`src/cbq_pkg.sv`:
```
// ----------------------------------------------------------------------------
// Cascaded biquad IIR filter package
// Widths, register codes, sequencer states and saturation helpers.
// ----------------------------------------------------------------------------
package cbq_pkg;

  localparam int STAGES_DEF = 4;     // default number of sections
  localparam int SMP_W      = 24;    // sample width
  localparam int DAT_W      = 48;    // internal Q24 value width
  localparam int CFG_W      = 64;    // widest register
  localparam int IDX_W      = 3;     // register index width
  localparam int COEF_W     = 32;    // one Q2.30 coefficient
  localparam int DEN_REGS   = 4;     // sections with coefficient registers
  localparam int MASK_W     = 4;
  localparam int MANT_W     = 32;
  localparam int SHIFT_W    = 6;
  localparam int SHAMT_W    = 7;     // 7 + scale shift
  localparam int SCALE_PRE  = 7;     // fixed right shift after the scale multiply
  localparam int MA_W       = 33;    // multiplier operand a (signed)
  localparam int MB_W       = 25;    // multiplier operand b (signed)
  localparam int MUL_W      = MA_W + MB_W;
  localparam int HALF_W     = 24;    // split point of a 48-bit value
  localparam int BREG_W     = MUL_W - HALF_W;
  localparam int TSUM_W     = MUL_W + 1;
  localparam int QSH        = 6;     // 30 - 24
  localparam int ACC_W      = 54;    // section accumulator
  localparam int RND_W      = DAT_W + 1;

  localparam logic [MANT_W-1:0] MANT_RST = 32'h8000_0000;

  typedef enum logic [IDX_W-1:0] {
    REG_DEN0  = 3'd0,
    REG_DEN1  = 3'd1,
    REG_DEN2  = 3'd2,
    REG_DEN3  = 3'd3,
    REG_MASK  = 3'd4,
    REG_MANT  = 3'd5,
    REG_SHIFT = 3'd6
  } cfg_reg_t;

  typedef enum logic [2:0] {
    ST_IDLE,
    ST_SCALE,
    ST_RUN,
    ST_FIN,
    ST_EMIT
  } state_t;

  typedef logic signed [DAT_W-1:0] dat_t;
  typedef logic signed [ACC_W-1:0] acc_t;

  // Out of signed 48-bit range
  function automatic logic ovf48(input acc_t v);
    logic [ACC_W-DAT_W:0] top;
    top = v[ACC_W-1:DAT_W-1];
    return !((&top) || (~|top));
  endfunction

  function automatic dat_t sat48(input acc_t v);
    dat_t r;
    if (ovf48(v)) begin
      r = v[ACC_W-1] ? {1'b1, {(DAT_W-1){1'b0}}} : {1'b0, {(DAT_W-1){1'b1}}};
    end else begin
      r = v[DAT_W-1:0];
    end
    return r;
  endfunction

endpackage

```
`src/cascaded_biquad_iir_filter.sv`:
```
// ----------------------------------------------------------------------------
// Cascaded biquad IIR filter
// Input scaling and STAGES direct-form-I sections on one shared multiplier.
// ----------------------------------------------------------------------------
// Usage:
//   Input channel (in_valid / in_ready / sample_in) takes one signed 24-bit
//   sample per item. in_ready is high only while the sequencer is idle.
//   Output channel (out_valid / out_ready / sample_out / clipped) gives one
//   filtered sample per item, rounded and saturated to 24 bits; clipped is set
//   when the scaled input, any section output or the final sample saturated.
//   Each item passes through the scale state, the run state (one section
//   after another), the finish state and the emit state before its result is
//   registered, and a new item is taken only once the last is through. The 33x25
//   multiplier makes one pass for the input scale and four passes per
//   section (low and high halves of y[n-2]*a2 and y[n-1]*a1).
//   A finished result sits in the output register while the next item is
//   taken; if out_ready stays low, the next item holds in its final state
//   until the register frees, and in_ready stays low meanwhile.
//   Reset clears the delay line, the coefficients and mask, sets the scale to
//   1.0 with no shift, and drops any pending result.
//   Configuration writes (cfg_we / cfg_index / cfg_data) are registered and
//   are meant for idle periods; indexes beyond the register list are ignored.
// ----------------------------------------------------------------------------
module cascaded_biquad_iir_filter
  import cbq_pkg::*;
#(
  parameter int STAGES = STAGES_DEF
) (
  input  logic                    clk,
  input  logic                    rst,
  input  logic                    in_valid,
  output logic                    in_ready,
  input  logic signed [SMP_W-1:0] sample_in,
  output logic                    out_valid,
  input  logic                    out_ready,
  output logic signed [SMP_W-1:0] sample_out,
  output logic                    clipped,
  input  logic                    cfg_we,
  input  logic [IDX_W-1:0]        cfg_index,
  input  logic [CFG_W-1:0]        cfg_data
);

  localparam int SC_W     = (STAGES > 1) ? $clog2(STAGES) : 1;
  localparam int NEXT_IDX = (STAGES > 1) ? 1 : 0;
  localparam logic [SC_W-1:0] LAST_STAGE = SC_W'(STAGES - 1);

  // Configuration registers
  logic [CFG_W-1:0]   den [DEN_REGS];
  logic [MASK_W-1:0]  num_mask;
  logic [MANT_W-1:0]  mant;
  logic [SHIFT_W-1:0] shift;

  // Sequencer
  state_t          state, state_next;
  logic [SC_W-1:0] stage_cnt;
  logic [1:0]      step;

  // Datapath registers
  logic signed [SMP_W-1:0]  smp_reg;
  logic signed [MUL_W-1:0]  preg;
  logic signed [BREG_W-1:0] breg;
  acc_t                     acc;
  dat_t                     x;
  dat_t                     in1, in2;     // scaled input history
  dat_t                     pv1, pv2;     // history feeding the current section
  dat_t                     y1 [STAGES];  // section outputs, rotated so index 0 is current
  dat_t                     y2 [STAGES];
  logic                     clip_acc;

  // Combinational
  logic [3:0]               stage_ext;
  logic                     coef_ok;
  logic [CFG_W-1:0]         den_sel;
  logic                     mask_bit;
  logic signed [COEF_W-1:0] a1, a2;
  logic signed [MA_W-1:0]   mul_a;
  logic signed [MB_W-1:0]   mul_b;
  logic signed [MUL_W-1:0]  product;
  logic signed [TSUM_W-1:0] tsum;
  acc_t                     qv, acc_fin, scaled_acc, load_v, dbl, base;
  logic signed [MUL_W-1:0]  scaled;
  logic [SHAMT_W-1:0]       shamt;
  dat_t                     xval, y2_sel;
  logic                     xovf;
  logic                     load_x, from_scale, emit_go;
  logic signed [RND_W-1:0]  rsum;
  logic signed [SMP_W:0]    rnd;
  logic                     rnd_ovf;
  logic signed [SMP_W-1:0]  rnd_sat;

  // --------------------------------------------------------------------------
  // Configuration port
  // --------------------------------------------------------------------------
  always_ff @(posedge clk) begin
    if (rst) begin
      for (int i = 0; i < DEN_REGS; i++) begin
        den[i] <= '0;
      end
      num_mask <= '0;
      mant     <= MANT_RST;
      shift    <= '0;
    end else if (cfg_we) begin
      case (cfg_index)
        REG_DEN0:  den[0]   <= cfg_data;
        REG_DEN1:  den[1]   <= cfg_data;
        REG_DEN2:  den[2]   <= cfg_data;
        REG_DEN3:  den[3]   <= cfg_data;
        REG_MASK:  num_mask <= cfg_data[MASK_W-1:0];
        REG_MANT:  mant     <= cfg_data[MANT_W-1:0];
        REG_SHIFT: shift    <= cfg_data[SHIFT_W-1:0];
        default:   ;  // drop writes beyond the list
      endcase
    end
  end

  // --------------------------------------------------------------------------
  // Section coefficients; sections past the register list run with zero
  // feedback and weight -2 on x[n-1].
  // --------------------------------------------------------------------------
  always_comb begin
    stage_ext = 4'(stage_cnt);
    coef_ok   = stage_ext < 4'(DEN_REGS);
    den_sel   = coef_ok ? den[stage_ext[1:0]] : '0;
    mask_bit  = coef_ok & num_mask[stage_ext[1:0]];
    a1        = den_sel[CFG_W-1:COEF_W];
    a2        = den_sel[COEF_W-1:0];
  end

  // --------------------------------------------------------------------------
  // Shared multiplier. Each 48x32 product goes through in two halves:
  // low 24 bits (unsigned) first, then the signed high 24 bits.
  // --------------------------------------------------------------------------
  always_comb begin
    y2_sel = (stage_cnt == '0) ? y2[0] : y2[NEXT_IDX];
    mul_a  = '0;
    mul_b  = '0;
    case (state)
      ST_SCALE: begin
        mul_a = MA_W'(signed'({1'b0, mant}));
        mul_b = MB_W'(smp_reg);
      end
      ST_RUN: begin
        case (step)
          2'd0: begin
            mul_a = MA_W'(a2);
            mul_b = signed'({1'b0, y2_sel[HALF_W-1:0]});
          end
          2'd1: begin
            mul_a = MA_W'(a2);
            mul_b = {y2[0][DAT_W-1], y2[0][DAT_W-1:HALF_W]};
          end
          2'd2: begin
            mul_a = MA_W'(a1);
            mul_b = signed'({1'b0, y1[0][HALF_W-1:0]});
          end
          2'd3: begin
            mul_a = MA_W'(a1);
            mul_b = {y1[0][DAT_W-1], y1[0][DAT_W-1:HALF_W]};
          end
          default: ;
        endcase
      end
      default: ;
    endcase
  end

  assign product = mul_a * mul_b;

  // --------------------------------------------------------------------------
  // Arithmetic around the product register
  // --------------------------------------------------------------------------
  always_comb begin
    // floor(y*c / 2^30) = floor((hi + floor(lo / 2^24)) / 2^6)
    tsum       = TSUM_W'(preg) + TSUM_W'(breg);
    qv         = ACC_W'(tsum >>> QSH);
    acc_fin    = acc - qv;
    shamt      = SHAMT_W'(shift) + SHAMT_W'(SCALE_PRE);
    scaled     = preg >>> shamt;
    scaled_acc = ACC_W'(scaled);
    from_scale = (state == ST_RUN) && (stage_cnt == '0);
    load_v     = from_scale ? scaled_acc : acc_fin;
    xval       = sat48(load_v);
    xovf       = ovf48(load_v);
    dbl        = ACC_W'(pv1) <<< 1;
    base       = ACC_W'(x) + ACC_W'(pv2) + (mask_bit ? dbl : -dbl);
    // Round half up to an integer sample, then clamp to 24 bits
    rsum       = RND_W'(x) + RND_W'(1 << (HALF_W - 1));
    rnd        = rsum[RND_W-1:HALF_W];
    rnd_ovf    = rnd[SMP_W] != rnd[SMP_W-1];
    if (rnd_ovf) begin
      rnd_sat = rnd[SMP_W] ? {1'b1, {(SMP_W-1){1'b0}}} : {1'b0, {(SMP_W-1){1'b1}}};
    end else begin
      rnd_sat = rnd[SMP_W-1:0];
    end
  end

  // --------------------------------------------------------------------------
  // Sequencer: next state
  // --------------------------------------------------------------------------
  always_comb begin
    state_next = state;
    case (state)
      ST_IDLE:  if (in_valid) state_next = ST_SCALE;
      ST_SCALE: state_next = ST_RUN;
      ST_RUN:   if (step == 2'd3 && stage_cnt == LAST_STAGE) state_next = ST_FIN;
      ST_FIN:   state_next = ST_EMIT;
      ST_EMIT:  if (emit_go) state_next = ST_IDLE;
      default:  state_next = ST_IDLE;
    endcase
  end

  // Sequencer: outputs
  always_comb begin
    in_ready = (state == ST_IDLE);
    load_x   = ((state == ST_RUN) && (step == 2'd0)) || (state == ST_FIN);
    emit_go  = (state == ST_EMIT) && (!out_valid || out_ready);
  end

  always_ff @(posedge clk) begin
    if (rst) begin
      state     <= ST_IDLE;
      stage_cnt <= '0;
      step      <= '0;
    end else begin
      state <= state_next;
      if (state == ST_RUN) begin
        step <= step + 2'd1;
        if (step == 2'd3) begin
          stage_cnt <= (stage_cnt == LAST_STAGE) ? '0 : stage_cnt + 1'b1;
        end
      end
    end
  end

  // --------------------------------------------------------------------------
  // Datapath
  // --------------------------------------------------------------------------
  always_ff @(posedge clk) begin
    preg <= product;
    if (in_valid && in_ready) begin
      smp_reg <= sample_in;
    end
    if (state == ST_RUN && (step == 2'd1 || step == 2'd3)) begin
      breg <= BREG_W'(preg >>> HALF_W);
    end
    if (state == ST_RUN && step == 2'd1) begin
      acc <= base;
    end else if (state == ST_RUN && step == 2'd2) begin
      acc <= acc_fin;
    end
  end

  // Delay line and section value: reset to zero, advance once per section
  always_ff @(posedge clk) begin
    if (rst) begin
      x        <= '0;
      in1      <= '0;
      in2      <= '0;
      pv1      <= '0;
      pv2      <= '0;
      clip_acc <= 1'b0;
      for (int i = 0; i < STAGES; i++) begin
        y1[i] <= '0;
        y2[i] <= '0;
      end
    end else begin
      if (in_valid && in_ready) begin
        clip_acc <= 1'b0;
      end else if (load_x) begin
        x        <= xval;
        clip_acc <= clip_acc | xovf;
        if (from_scale) begin
          // first section reads the old input history; push the new input
          pv1 <= in1;
          pv2 <= in2;
          in1 <= xval;
          in2 <= in1;
        end else begin
          // close the finished section: hand its old history to the next one
          // and rotate the delay line so the next section sits at index 0
          pv1 <= y1[0];
          pv2 <= y2[0];
          for (int i = 0; i < STAGES - 1; i++) begin
            y1[i] <= y1[i+1];
            y2[i] <= y2[i+1];
          end
          y1[STAGES-1] <= xval;
          y2[STAGES-1] <= y1[0];
        end
      end
    end
  end

  // --------------------------------------------------------------------------
  // Output register
  // --------------------------------------------------------------------------
  always_ff @(posedge clk) begin
    if (rst) begin
      out_valid <= 1'b0;
    end else if (emit_go) begin
      out_valid <= 1'b1;
    end else if (out_ready) begin
      out_valid <= 1'b0;
    end
  end

  always_ff @(posedge clk) begin
    if (emit_go) begin
      sample_out <= rnd_sat;
      clipped    <= clip_acc | rnd_ovf;
    end
  end

endmodule

```
`config.mk`:
```
export PLATFORM = sky130hd
export DESIGN_NAME = cascaded_biquad_iir_filter
export DESIGN_NICKNAME = d
export VERILOG_FILES = /design/src/cbq_pkg.sv /design/src/cascaded_biquad_iir_filter.sv
export SDC_FILE = /design/constraint.sdc
export NUM_CORES = 2
export LEC_CHECK = 0
export ABC_AREA = 1
export BUFFER_PORTS_ARGS = -buffer_cell sky130_fd_sc_hd__clkbuf_2
export CORE_MARGIN = 1
export CORE_UTILIZATION = 50
export CTS_BUF_LIST = sky130_fd_sc_hd__clkbuf_4
export DETAILED_ROUTE_END_ITERATION = 10
export GPL_ROUTABILITY_DRIVEN = 1
export PLACE_DENSITY = 0.69
export SLEW_MARGIN = 5
export SYNTH_ARGS = -nofsm -noshare
export SYNTH_HDL_FRONTEND = slang
export SYNTH_SLANG_ARGS = --single-unit
```
`constraint.sdc`:
```
create_clock -name clk -period 15.5 [get_ports clk]
set_input_delay 1.55 -clock clk [delete_from_list [all_inputs] [get_ports clk]]
set_output_delay 1.55 -clock clk [all_outputs]
set_load 0.02 [all_outputs]
```
# Yosys cells after proc, flatten, opt, wreduce, memory -nomap -nowiden
# Memory sizes are Yosys's and may differ from the RTL's. A register that Yosys moved wholly into a read port is not among the register bits.
# Cells that the tools add are included.
[word_totals]
regBits = 486
ramBits = 640
output_inout_bits = 27
elab_cells = 161
memories = 3
[op_classes]
n_addsub = 9
mul = 1
order_cmp = 1
eq_ne = 18
shift = 1
muxes = 61
bitwise = 15
reduce_logical = 33
[mem_list]
columns = ["name", "words", "word_bits", "rd", "rd_ports_with_merged_regs", "wr", "line_no", "text"]
rows = [
  ["den", 4, 64, 1, 1, 4, "cascaded_biquad_iir_filter.sv:48", "logic [CFG_W-1:0] den [DEN_REGS];"],
  ["y1", 4, 48, 4, 0, 4, "cascaded_biquad_iir_filter.sv:66", "dat_t y1 [STAGES];"],
  ["y2", 4, 48, 4, 0, 4, "cascaded_biquad_iir_filter.sv:67", "dat_t y2 [STAGES];"],
]
[ops]
columns = ["op", "count"]
rows = [
  ["$mux 48", 12],
  ["$mux 64", 4],
  ["$mux 54", 4],
  ["$pmux 33 s2", 2],
  ["$pmux 25 s4", 1],
  ["$mux 24", 3],
  ["$add 58x34->59", 1],
  ["$mul 33x25->58", 1],
  ["$sshr 58x7->54", 1],
  ["$add 49x54->54", 1],
  ["$neg 49->54", 1],
  ["$sub 54x53->54", 1],
  ["$pmux 25 s2", 1],
  ["$add 48x25->49 const B", 1],
  ["$add 48x48->49", 1],
  ["$mux 1", 26],
  ["$pmux 3 s5", 1],
  ["$or 1x1->1", 14],
  ["$eq 3x2->1 const B", 4],
  ["$eq 3x3->1 const B", 4],
  ["$reduce_and 2->1", 5],
  ["$mux 3", 3],
  ["$logic_and 1x1->1", 8],
  ["$add 6x3->7 const B", 1],
  ["other kinds (19)", 38],
]

# Longest topological paths before layout
[depth]
word_depth = 8
mapped_depth = 43
depth_no_buf = 40

# Worst setup path after synthesis
# No wires, ideal clock.
[synth_path]
path_type = "input to register"
start = "in rst"
end = "mem y1[0][0] (netlist bit), enable pin"
setup_time_ns = 2.796
arrival_ns = 8.528
setup_slack_ns = 4.176
path_stages = 5
cell_sequence = "clkbuf_1 inv_1 clkbuf_1 clkbuf_1 nand2_1"
[synth_lines]
columns = ["item", "line_no", "text"]
rows = [
  ["from (decl)", "cascaded_biquad_iir_filter.sv:30", "input logic rst,"],
  ["to (decl)", "cascaded_biquad_iir_filter.sv:66", ""],
]

# Worst setup path after layout
[layout_path]
start = "reg step[0]"
end = "reg preg[56]"
[layout_between]
elab_chain_cells = 5
elab_cells_between_ends = 11
[layout_lines]
columns = ["item", "line_no", "text"]
rows = [
  ["from (decl)", "cascaded_biquad_iir_filter.sv:56", "logic [1:0] step;"],
  ["from (signal assigned)", "cascaded_biquad_iir_filter.sv:227", "step <= step + 2'd1;"],
  ["$eq 2x2->1, or another cell as far along", "cascaded_biquad_iir_filter.sv:143", "case (step)"],
  ["$reduce_or 2->1 (no source line)", "--", ""],
  ["$pmux 33 s2", "cascaded_biquad_iir_filter.sv:143", ""],
  ["$pmux 33 s2", "cascaded_biquad_iir_filter.sv:137", "case (state)"],
  ["$mul 33x25->58 *", "cascaded_biquad_iir_filter.sv:167", "assign product = mul_a * mul_b;"],
  ["via product[56]", "cascaded_biquad_iir_filter.sv:78", "logic signed [MUL_W-1:0] product;"],
  ["to (signal assigned)", "cascaded_biquad_iir_filter.sv:239", "preg <= product;"],
  ["to (decl)", "cascaded_biquad_iir_filter.sv:60", "logic signed [MUL_W-1:0] preg;"],
]
# Mark *: on every way through the listed nets, which the timed path passes. The rest lies on a longest branch.
# A chain may end at the register's enable or synchronous reset.

==> run summary <==
outcome -> finished, final reports clean
hold depth -> 1
share of cells above drive strength 1 -> 7.63%
RSZ-0062 raised after global routing -> no
DRT met1 WL -> 132,000 um
DRC viols -> 0
fin crit share -> 66.6%
endpoints failing setup -> 0
slowest cell on the critical path -> nand2_1
Die Area -> 183,000 um^2
Hold Buf Count CTS -> 0
cts bufs inserted -> 321
count of final max-slew check failures -> 0
H-Tree Level Count -> 5
worst r2r dst -> preg[56]$_DFF_P_
DRT antenna net count -> 0
die span in x -> 427 um
WL per Instance -> 23.7 um
Netlist cell types -> 62
Post-CTS Resized -> 0
vias in the first global route -> 75,700
worst-case reg-to-reg path depth -> 38
r2r setup slk -> 5.17 ns
Non-Filler Instances -> 13,700
Min-Delay Path Class -> in2reg
Placed Cells incl. Taps -> 13,200
CP Capture Type -> register
top flop regs -> den: 256 flops, y1: 192 flops, y2: 192 flops
most numerous cell in the Yosys netlist -> nand2_1
Synth Flop Type -> edfxtp_1
worst hold path startpoint -> sample_in[5]
critical path type -> reg2reg
metal3 WL -> 30,600 um
hold path endpoint -> smp_reg[5]$_DFFE_PP_
Syn-to-layout area delta -> 7.86%
met2 wire length -> 146,000 um
Commonest cells post-synth -> nand2_1, inv_1, nor2_1
clock-pin slew on the worst setup and hold paths -> 0.06 ns
Async SR Flop Fraction -> 0%
worst r2r src -> step[0]$_SDFFE_PP0P_
IO Count -> 123
CTS tree -> yes
via count -> 77,000
hpwl dp -> 252,000 um
Total Power -> 15,100 uW
Yosys top cell area share -> 25.8%
Syn Std Cell Area -> 90,500 um^2
Slew @ Worst Pin -> 1.43 ns
post-synth top area cell -> edfxtp_1
initial DRC count -> 8,429
MaxCap Viol Count -> 0
Overall Global Routing Usage -> 35.7%
Post-synth EDFFs -> 777
initial antenna violation count -> 13
setup ws final -> 5.17 ns
largest net degree at the start of global routing -> 141
Mapped Cells -> 11,000
CTS root buf -> clkbuf_4
post-synthesis net count -> 12,300
clk_lat worst skew -> 1.36 ns
Die Y-Extent -> 427 um
cell mode on critical path -> nand2_1
clk_skew -> 0.161 ns
DRT Wirelength -> 326,000 um
delay of the slowest cell on the worst path -> 0.87 ns
Final nets -> 12,400
sequential-to-total area share from yosys stat -> 33.5%
max reg flops -> 256
IO Port Bufs -> 122
Lkg Pwr -> 0.0463 uW
worst IR drop on VDD -> 0.000175 V
DP Worst Slack -> 5.27 ns
row cnt -> 155
YS warnings -> 0
Power Density -> 155 nW/um^2
CP Data Required Time -> 16.78 ns
syn_area_per_cell -> 8.21 um^2
min Tclk post-route -> 10.33 ns
Via-to-Cell Ratio -> 5.60
Max Root-Sink Buffers -> 4
first-pass GRT wire length -> 481,000 um
drt first pass iters -> 6
GRT overflow -> 0
final core utilization -> 54.5%
top layer in use -> met5
register bit count reported by yosys -> 1,128
TNS Setup -> 0 ns
Setup Buffers After CTS -> 0
final RePlAce weighted congestion -> 1.02
Setup crit start kind -> register
Synth area leaders -> edfxtp_1, fa_1, nand2_1, inv_1, dfxtp_1
Max FO, Critical Path -> 33
relative slew slack -> 3.63%
fmax -> 0.0968 GHz
Biggest register -> den
Final Hold Fails -> 0
WP data arrival -> 11.61 ns
Starting Density -> 50.5%
clk sink count -> 1,128
CORE AREA -> 179,000 um^2
through the flow:
stage | hold WS (ns) | area, um^2
final | 0.380 | 97600
after global routing | 0.314 | 97600
after CTS | 0.263 | 97600
after detailed placement | 0.452 | 93400
after global placement | 0.442 | 93400
after floorplan | 0.425 | 90500
cell type report:
class / count / area [um^2]
multi-input combinational: 7296 / 50500
fill: 16800 / 81600
inverter: 2124 / 7990
antenna: 16 / 40.0
sequential: 1128 / 30400
clock buffer: 498 / 3740
clock inverter: 74 / 430
timing repair buffer: 251 / 1590
tap: 2355 / 2950
report_power, final:
group | leakage, uW | switching, uW | internal [uW] | total, uW
logic | 0.0332 | 5980 | 2260 | 8230
clock network | 0.00251 | 1340 | 1540 | 2880
registers | 0.0106 | 311 | 3670 | 3990
critical path: cells and delay by family (launching register included):
kind	cells	cell delay, ns
fa+ha+maj	9	4.11
simple gates	16	3.23
xor+xnor	1	0.16
buf+inv	10	2.04
compound gates	2	0.38
flops	1	0.33
cells in the final DEF (no fill, tap or decap), types with 16 or more instances in the layout:
master       n
inv_2       21
nand4_1     30
xor2_1     156
nor2_1    1607
buf_4      129
nor3_1      53
o211ai_1    35
o21a_1      16
clkbuf_2   121
xnor2_1     96
diode_2     16
fa_1       896
nand2_1   2117
clkbuf_4   498
clkinv_1    67
nor4_1      19
o221ai_1    65
a221oi_1    29
a21oi_1    466
a21o_1      37
nand3_1    450
a31oi_1    125
ha_1       330
o21bai_1    30
inv_1     2089
mux2i_1     74
dfxtp_1    348
o21ai_0    496
edfxtp_1   777
or2_2       25
metal layers:
metal,global-route usage (%),vias to the layer above
met2,55.5,3850
met1,47.8,37600
met4,16.9,4
met3,7.20,656
li1,-,34900
met5,0,-
kinds of logic (layout without fill, tap and decap cells):
kind of cell / count (synthesis) / count (layout) / synth area share (%)
AO/OA/AOI/OAI: 1399 / 1399 / 8.89
XOR/XNOR: 254 / 254 / 2.47
adder cells (fa/ha/maj): 1227 / 1227 / 24.4
buffers and inverters: 2597 / 2947 / 10.9
flip-flops: 1128 / 1128 / 33.5
multiplexers: 74 / 74 / 0.818
other: 0 / 16 / 0
AND/OR/NAND/NOR: 4342 / 4342 / 19.0
worst max-delay path by stage:
stage	endpoint	depth (start not counted)	start
3_5_place_dp	preg[56]$_DFF_P_	38	step[0]$_SDFFE_PP0P_
5_1_grt	preg[56]$_DFF_P_	35	register
3_3_place_gp	preg[40]$_DFF_P_	30	step[0]$_SDFFE_PP0P_
6_report	preg[56]$_DFF_P_	38	step[0]$_SDFFE_PP0P_
2_1_floorplan	y1[0][0]$_SDFFCE_PN0P_	5	rst
4_1_cts	preg[56]$_DFF_P_	38	step[0]$_SDFFE_PP0P_
(Power assumes the default switching activity.)
